<file path="src/sv/mfs_sqrt.sv">
// ----------------------------------------------------------------------------
// mfs_sqrt
// pipelined integer square root, one root bit per stage, truncating
// ----------------------------------------------------------------------------
`default_nettype none

module mfs_sqrt #(
  parameter int ROOT_W = 24
) (
  input  wire logic                clk,
  input  wire logic                en,
  input  wire logic [2*ROOT_W-1:0] radicand,
  output logic      [ROOT_W-1:0]   root
);

  localparam int RAD_W = 2 * ROOT_W;

  logic [RAD_W-1:0] op_r  [ROOT_W-1];
  logic [RAD_W-1:0] res_r [ROOT_W];

  for (genvar k = 0; k < ROOT_W; k++) begin : g_stage
    localparam logic [RAD_W-1:0] ONE = RAD_W'(1) << (2 * (ROOT_W - 1 - k));
    logic [RAD_W-1:0] op_in;
    logic [RAD_W-1:0] res_in;
    logic [RAD_W-1:0] trial;
    logic             take;

    if (k == 0) begin : g_first
      assign op_in  = radicand;
      assign res_in = '0;
    end else begin : g_next
      assign op_in  = op_r[k-1];
      assign res_in = res_r[k-1];
    end

    assign trial = res_in + ONE;
    assign take  = op_in >= trial;

    always_ff @(posedge clk) begin
      if (en) begin
        res_r[k] <= take ? (res_in >> 1) + ONE : res_in >> 1;
      end
    end

    if (k < ROOT_W - 1) begin : g_carry
      always_ff @(posedge clk) begin
        if (en) begin
          op_r[k] <= take ? op_in - trial : op_in;
        end
      end
    end
  end

  assign root = res_r[ROOT_W-1][ROOT_W-1:0];

endmodule

`default_nettype wire

</file>
<file path="config.mk">
export PLATFORM = sky130hd
export DESIGN_NAME = mfs_sqrt
export DESIGN_NICKNAME = d
export VERILOG_FILES = /design/src/sv/mfs_sqrt.sv
export SDC_FILE = /design/constraint.sdc
export NUM_CORES = 2
export LEC_CHECK = 0
export BUFFER_PORTS_ARGS = -buffer_cell sky130_fd_sc_hd__buf_2
export CORE_MARGIN = 2
export CORE_UTILIZATION = 48
export CTS_BUF_LIST = sky130_fd_sc_hd__clkbuf_16
export CTS_CLUSTER_SIZE = 24
export DETAILED_ROUTE_END_ITERATION = 6
export MAX_ROUTING_LAYER = met4
export SLEW_MARGIN = 20
export SYNTH_ARGS = -nofsm -noshare
export SYNTH_HDL_FRONTEND = slang
export SYNTH_SLANG_ARGS = --single-unit
</file>
<file path="constraint.sdc">
create_clock -name clk -period 3.5 [get_ports clk]
set_clock_uncertainty 0.1 [all_clocks]
set_input_delay 0.7 -clock clk [delete_from_list [all_inputs] [get_ports clk]]
set_output_delay 0.7 -clock clk [all_outputs]
set_load 0.005 [all_outputs]
</file>
Word level (Yosys, flattened, before mapping)
Memories as Yosys holds them, arrays and structs flattened.
Cells that the tools add are included.
- muxes and demuxes: 49
- $lt $le $gt $ge: 24
- add/subtract/negate cells: 69
- operator list (kind ; number):
    48-bit two-way mux ; 46
    48-bit greater-or-equal comparator ; 23
    48-bit subtractor ; 22
    47-bit by 1-bit adder with 48-bit output (second input constant) ; 1
    47-bit by 11-bit adder with 48-bit output (second input constant) ; 1
    47-bit by 13-bit adder with 48-bit output (second input constant) ; 1
    47-bit by 15-bit adder with 48-bit output (second input constant) ; 1
    47-bit by 17-bit adder with 48-bit output (second input constant) ; 1
    47-bit by 19-bit adder with 48-bit output (second input constant) ; 1
    47-bit by 21-bit adder with 48-bit output (second input constant) ; 1
    47-bit by 23-bit adder with 48-bit output (second input constant) ; 1
    47-bit by 25-bit adder with 48-bit output (second input constant) ; 1
    47-bit by 27-bit adder with 48-bit output (second input constant) ; 1
    47-bit by 29-bit adder with 48-bit output (second input constant) ; 1
    47-bit by 3-bit adder with 48-bit output (second input constant) ; 1
    47-bit by 31-bit adder with 48-bit output (second input constant) ; 1
    47-bit by 33-bit adder with 48-bit output (second input constant) ; 1
    47-bit by 35-bit adder with 48-bit output (second input constant) ; 1
    47-bit by 37-bit adder with 48-bit output (second input constant) ; 1
    47-bit by 39-bit adder with 48-bit output (second input constant) ; 1
    47-bit by 41-bit adder with 48-bit output (second input constant) ; 1
    47-bit by 43-bit adder with 48-bit output (second input constant) ; 1
    47-bit by 45-bit adder with 48-bit output (second input constant) ; 1
    47-bit by 5-bit adder with 48-bit output (second input constant) ; 1
    29 further kinds ; 30
- memories kept: 2
- input port bits: 50
- output and inout port bits: 24
- memory bits (writable): 2256
- logic and storage cells: 144
- register bits: 0
- memory list (name ; words ; bits a word ; read ports ; clocked after Yosys merged registers in ; write ports ; RTL line ; RTL):
    res_r ; 24 ; 48 ; 24 ; 0 ; 24 ; 19 ; logic [RAD_W-1:0] res_r [ROOT_W];
    op_r ; 23 ; 48 ; 23 ; 0 ; 23 ; 18 ; logic [RAD_W-1:0] op_r [ROOT_W-1];

Depth between registers and ports, before layout
An unclocked memory read counts as a cell.
- depth in word-level cells: 4
- gate-level depth with buffers: 14
- mapped depth without buffers: 11

Worst setup path before layout
Ideal clock, no wire load.
- kind: flip-flop to flip-flop
- start: memory op_r[18][10] (netlist bit)
- end: memory op_r[19][26] (netlist bit), data pin
- cell stages (with the launch flop): 12
- arrival time: 2886 ps
- required time: 3140 ps
- slack: 254 ps
- clock period less this slack: 3246 ps
- setup time: 260 ps
- buffers on the path: 2
- cells stage by stage: edfxtp_1 ha_1 nor2b_1 o31a_1 o41a_1 a2111o_1 o211ai_1 and2_1 buf_6 inv_4 buf_6 mux2_2
- RTL lines (item ; RTL line):
    start: declaration ; 18

==> run summary <==
The worst path arrival time came out at 3.79 ns. Once placement completed, the tool counted placed cells totaling 7433. Synthesis produced a netlist whose cell count is 5345. Summed over all layers, the global routing overflow is 0.

In this run the worst hold path is classified as primary input to flop. The placeable core area is 0.1394 mm². The minimum hold slack is 0.1513 ns. The post-synthesis average cell area came out at 12.60 µm².

The total of warnings raised by yosys came out at 0. After detailed routing, no signal wire sits above met4. In this design, the stage delay of the slowest critical-path cell is 0.48 ns.

The normalized max-slew margin is 55.44%. The number of clock buffers inserted by TritonCTS came out at 149. The post-route standard cell area excluding fillers came out at 0.07724 mm². The library cell used most frequently in the layout, excluding fill and tap cells, is sky130_fd_sc_hd__edfxtp_1.

TritonCTS built the clock tree. The first detailed-routing pass took 5 iterations. The area added between synthesis and finish is 14.65%. The met2 wire length came out at 74.42 mm.

The number of antenna diodes in the final layout is 0. The flow ran to the end, and the final reports show no timing, DRC or antenna violations. The full die area is 0.1434 mm².

Wires add up to 146.3 mm. The DRC marker count from the first detailed-route iteration came out at 2887. Counting stages on the worst path, the most repeated cell is sky130_fd_sc_hd__or3_1. The largest driver fanout on the critical path came out at 17. The detailed route wirelength on metal3 came out at 5.025 mm. The sequential fraction of the synthesis area is 62.58%. The final period demand of the worst path is 3.396 ns. The via count of the routed design came out at 42600. The number of standard cells in the final layout excluding fillers is 7744. The static leakage is 29.32 nW. In the routed layout, each cell is associated on average with a via count of 5.501.

The number of flops mapped to enable cells by yosys came out at 1404. The end-of-flow core utilization is 55.43%. The largest individual stage delay along the critical path comes from the cell sky130_fd_sc_hd__or4_1.

The area of placed instances is 0.07174 mm². The slew at the pin closest to its max-slew limit is 0.6623 ns. Timing would allow up to 0.2945 GHz.

The row count came out at 137. The detailed-route wire length on metal 1 came out at 63.21 mm. In this run the power density over the cells is 611.8 mW/mm².

The first-pass GRT wire length is 231.9 mm. Synthesis produced a netlist with a net count of 5717. The total setup violations reported at the end of the flow came out at 0. Input and output buffers added on the ports amount to 73. The final-report max-slew violation count came out at 0. The sum of buffers and inverters on the critical path is 1. The type of element launching the critical path is a flop. The count of antenna-violating nets left after detailed routing is 0.

The max-capacitance violation count came out at 0. In the layout the commonest cells are sky130_fd_sc_hd__edfxtp_1, sky130_fd_sc_hd__inv_1, sky130_fd_sc_hd__nor2_1, sky130_fd_sc_hd__nand2_1, sky130_fd_sc_hd__ha_1. The critical path data required time came out at 3.90 ns. The congestion estimate from routability-driven global placement came to 0.8913. In the final design database the tool counted 6127 nets. The total of flip-flops plus latches after synthesis is 1404.

The initial antenna violation count is 0. CTS placed an instance of sky130_fd_sc_hd__clkbuf_16 at the clock tree root. The distinct cell type count of the synthesized netlist is 93. The most used flip-flop cell after synthesis is sky130_fd_sc_hd__edfxtp_1. The netlist area before placement came out at 0.06737 mm². After clock tree synthesis, the clock-pin slew on the worst setup and hold paths is 0.06 ns. The total number of clock tree sinks came out at 1404. The I/O pin count came out at 74. After detailed routing, the average wire length per cell comes to 18.89 µm. On the critical path the largest part of the delay comes from simple AND/OR/NAND/NOR gates. The completed layout was analyzed and its total power is 47.25 mW. The number of levels the H-tree was split into is 4.

The source-to-sink clock delay at the later pin of the worst-skew pair came out at 0.80 ns. Once detailed placement completed, the half-perimeter wirelength came to 108.8 mm. The global-route usage over all layers is 21.15%. The worst IR drop on VDD is 0.3954 mV. The number of global-route vias before repair was 42340. The setup path with the least slack is of type flop to flop.

The die span in y came out at 378.6 µm. The starting density of the core came out at 48.34%. For this run, design rule violations remaining after detail routing come to 0. Of the available clock period, the critical path in the final layout requires 97.02%. The post-synthesis async set-or-reset flop share is 0%.

The maximum number of pins on one net before global-route repair is 105. In this run the horizontal extent of the chip is 378.6 µm. The critical path goes through or3_1 > or3_1 > or3_1 > or3_1 > or4_1 > buf_6 > nor4b_2 > xor2_1. The share of layout cells above drive strength 1 came out at 11.16%. The hold violation total from the final report is 0.

The worst setup path is captured at a flop. The maximum count of clock buffers along a single path is 3.
-- flip-flops by register name, indices dropped and copies added, names as in the netlist --
signal  cells
op_r     1104
res_r     300
-- Yosys cell counts (6+ instances only) --
master                      count  share of area (%)
sky130_fd_sc_hd__o41ai_1        9               0.12
sky130_fd_sc_hd__a211oi_1      25               0.28
sky130_fd_sc_hd__or2_2         28               0.26
sky130_fd_sc_hd__a31oi_1       28               0.26
sky130_fd_sc_hd__nor2b_1       37               0.34
sky130_fd_sc_hd__and2_1        16               0.15
sky130_fd_sc_hd__and4_1        13               0.17
sky130_fd_sc_hd__nand4b_1      23               0.30
sky130_fd_sc_hd__inv_1        405                2.3
sky130_fd_sc_hd__o31ai_1       31               0.35
sky130_fd_sc_hd__or3_1         53               0.49
sky130_fd_sc_hd__or4_1         41               0.46
sky130_fd_sc_hd__a21o_1        99                1.1
sky130_fd_sc_hd__o21a_1        68               0.76
sky130_fd_sc_hd__xnor2_1      237                3.1
sky130_fd_sc_hd__o2111ai_1     13               0.17
sky130_fd_sc_hd__ha_1         322                6.0
sky130_fd_sc_hd__nor4_1       183                1.7
sky130_fd_sc_hd__nand2_1      336                1.9
sky130_fd_sc_hd__xor2_1       227                3.0
sky130_fd_sc_hd__o211ai_1      35               0.39
sky130_fd_sc_hd__o21ai_0      259                1.9
sky130_fd_sc_hd__o21bai_1      18               0.20
sky130_fd_sc_hd__mux2_2        41               0.69
sky130_fd_sc_hd__a21oi_1      296                2.2
sky130_fd_sc_hd__nand2b_1      61               0.57
sky130_fd_sc_hd__nor4b_1       27               0.35
sky130_fd_sc_hd__and3_1        23               0.21
sky130_fd_sc_hd__mux2i_1       10               0.15
sky130_fd_sc_hd__a41oi_1        8               0.10
sky130_fd_sc_hd__clkbuf_1      64               0.36
sky130_fd_sc_hd__nand3b_1      11               0.12
sky130_fd_sc_hd__a211o_1        9               0.12
sky130_fd_sc_hd__nand4_1       89               0.83
sky130_fd_sc_hd__a221oi_1       6              0.078
sky130_fd_sc_hd__o31a_1         9               0.12
sky130_fd_sc_hd__nor2_1       358                2.0
sky130_fd_sc_hd__edfxtp_1    1404                 63
sky130_fd_sc_hd__a2111oi_0     11               0.14
sky130_fd_sc_hd__buf_2         17               0.13
sky130_fd_sc_hd__nand3_1       82               0.61
sky130_fd_sc_hd__a21boi_0      20               0.22
sky130_fd_sc_hd__nor3b_1       12               0.13
sky130_fd_sc_hd__nor3_1       180                1.3
-- logic make-up after synthesis --
| logic type | count (synthesis) | synth area share (%) |
|---|---|---|
| AO/OA/AOI/OAI | 1000 | 9.307 |
| XOR/XNOR | 464 | 6.032 |
| adder cells (fa/ha/maj) | 322 | 5.980 |
| buffers and inverters | 499 | 2.866 |
| flip-flops | 1404 | 62.58 |
| multiplexers | 55 | 0.9008 |
| AND/OR/NAND/NOR | 1601 | 12.33 |
-- worst register-to-register path, delay by kind of cell (launching register included) --
kind,cells,cell delay [ns]
buffers and inverters,1,0.19
XOR/XNOR,1,0.19
flip-flops,1,0.38
AND/OR/NAND/NOR,6,2.26
-- through the flow --
step	setup TNS, ns	worst slack [ns]
floorplan	0	0.2538
global placement	-2.398	-0.2017
detailed placement	-1.520	-0.2232
CTS	0	0.0002163
global route	-0.008305	-0.008305
finish	0	0.1042
-- layout make-up --
| type | count | area, µm² |
|---|---|---|
| Clock inverter | 113 | 1037 |
| Inverter | 408 | 1534 |
| Sequential cell | 1404 | 42160 |
| Multi-Input combinational cell | 3442 | 23530 |
| Clock buffer | 151 | 3779 |
| Fill cell | 11480 | 62120 |
| Tap cell | 1876 | 2347 |
| Timing Repair Buffer | 350 | 2858 |
-- report_power, final --
group / internal (mW) / leakage (nW) / switching [mW]
sequential: 21.2 / 13.5 / 1.59
clock: 8.67 / 2.47 / 6.68
combinational: 4.00 / 13.4 / 5.11
-- per-layer routing --
metal  global-route usage (%)  up-vias
met4                    5.946        0
met3                    2.768      237
li1                         -    20920
met5                        -        -
met1                    26.13    20730
met2                    36.47      711
-- worst paths after layout --
path,startpoint,to,slack [ns],cells after the start
worst min register to register,op_r[6][0],op_r[7][0],0.33,0
worst max-delay path,op_r[9][40],op_r[10][43],0.10,8
worst max register to register,op_r[9][40],op_r[10][43],0.10,8
worst min-delay path,radicand[47],op_r[0][47],0.15,3
-- what timing repair did --
action | 4_1_cts | 5_1_grt
setup endpoints to repair | 20 | 110
cloned | 0 | 0
endpoints found under the hold margin | 46 | 0
pin swaps | 1 | 2
hold buffers | 46 | 0
setup buffers | 0 | 1
gates resized for setup | 7 | 39
Note: power is estimated with default switching activity, not from simulation.
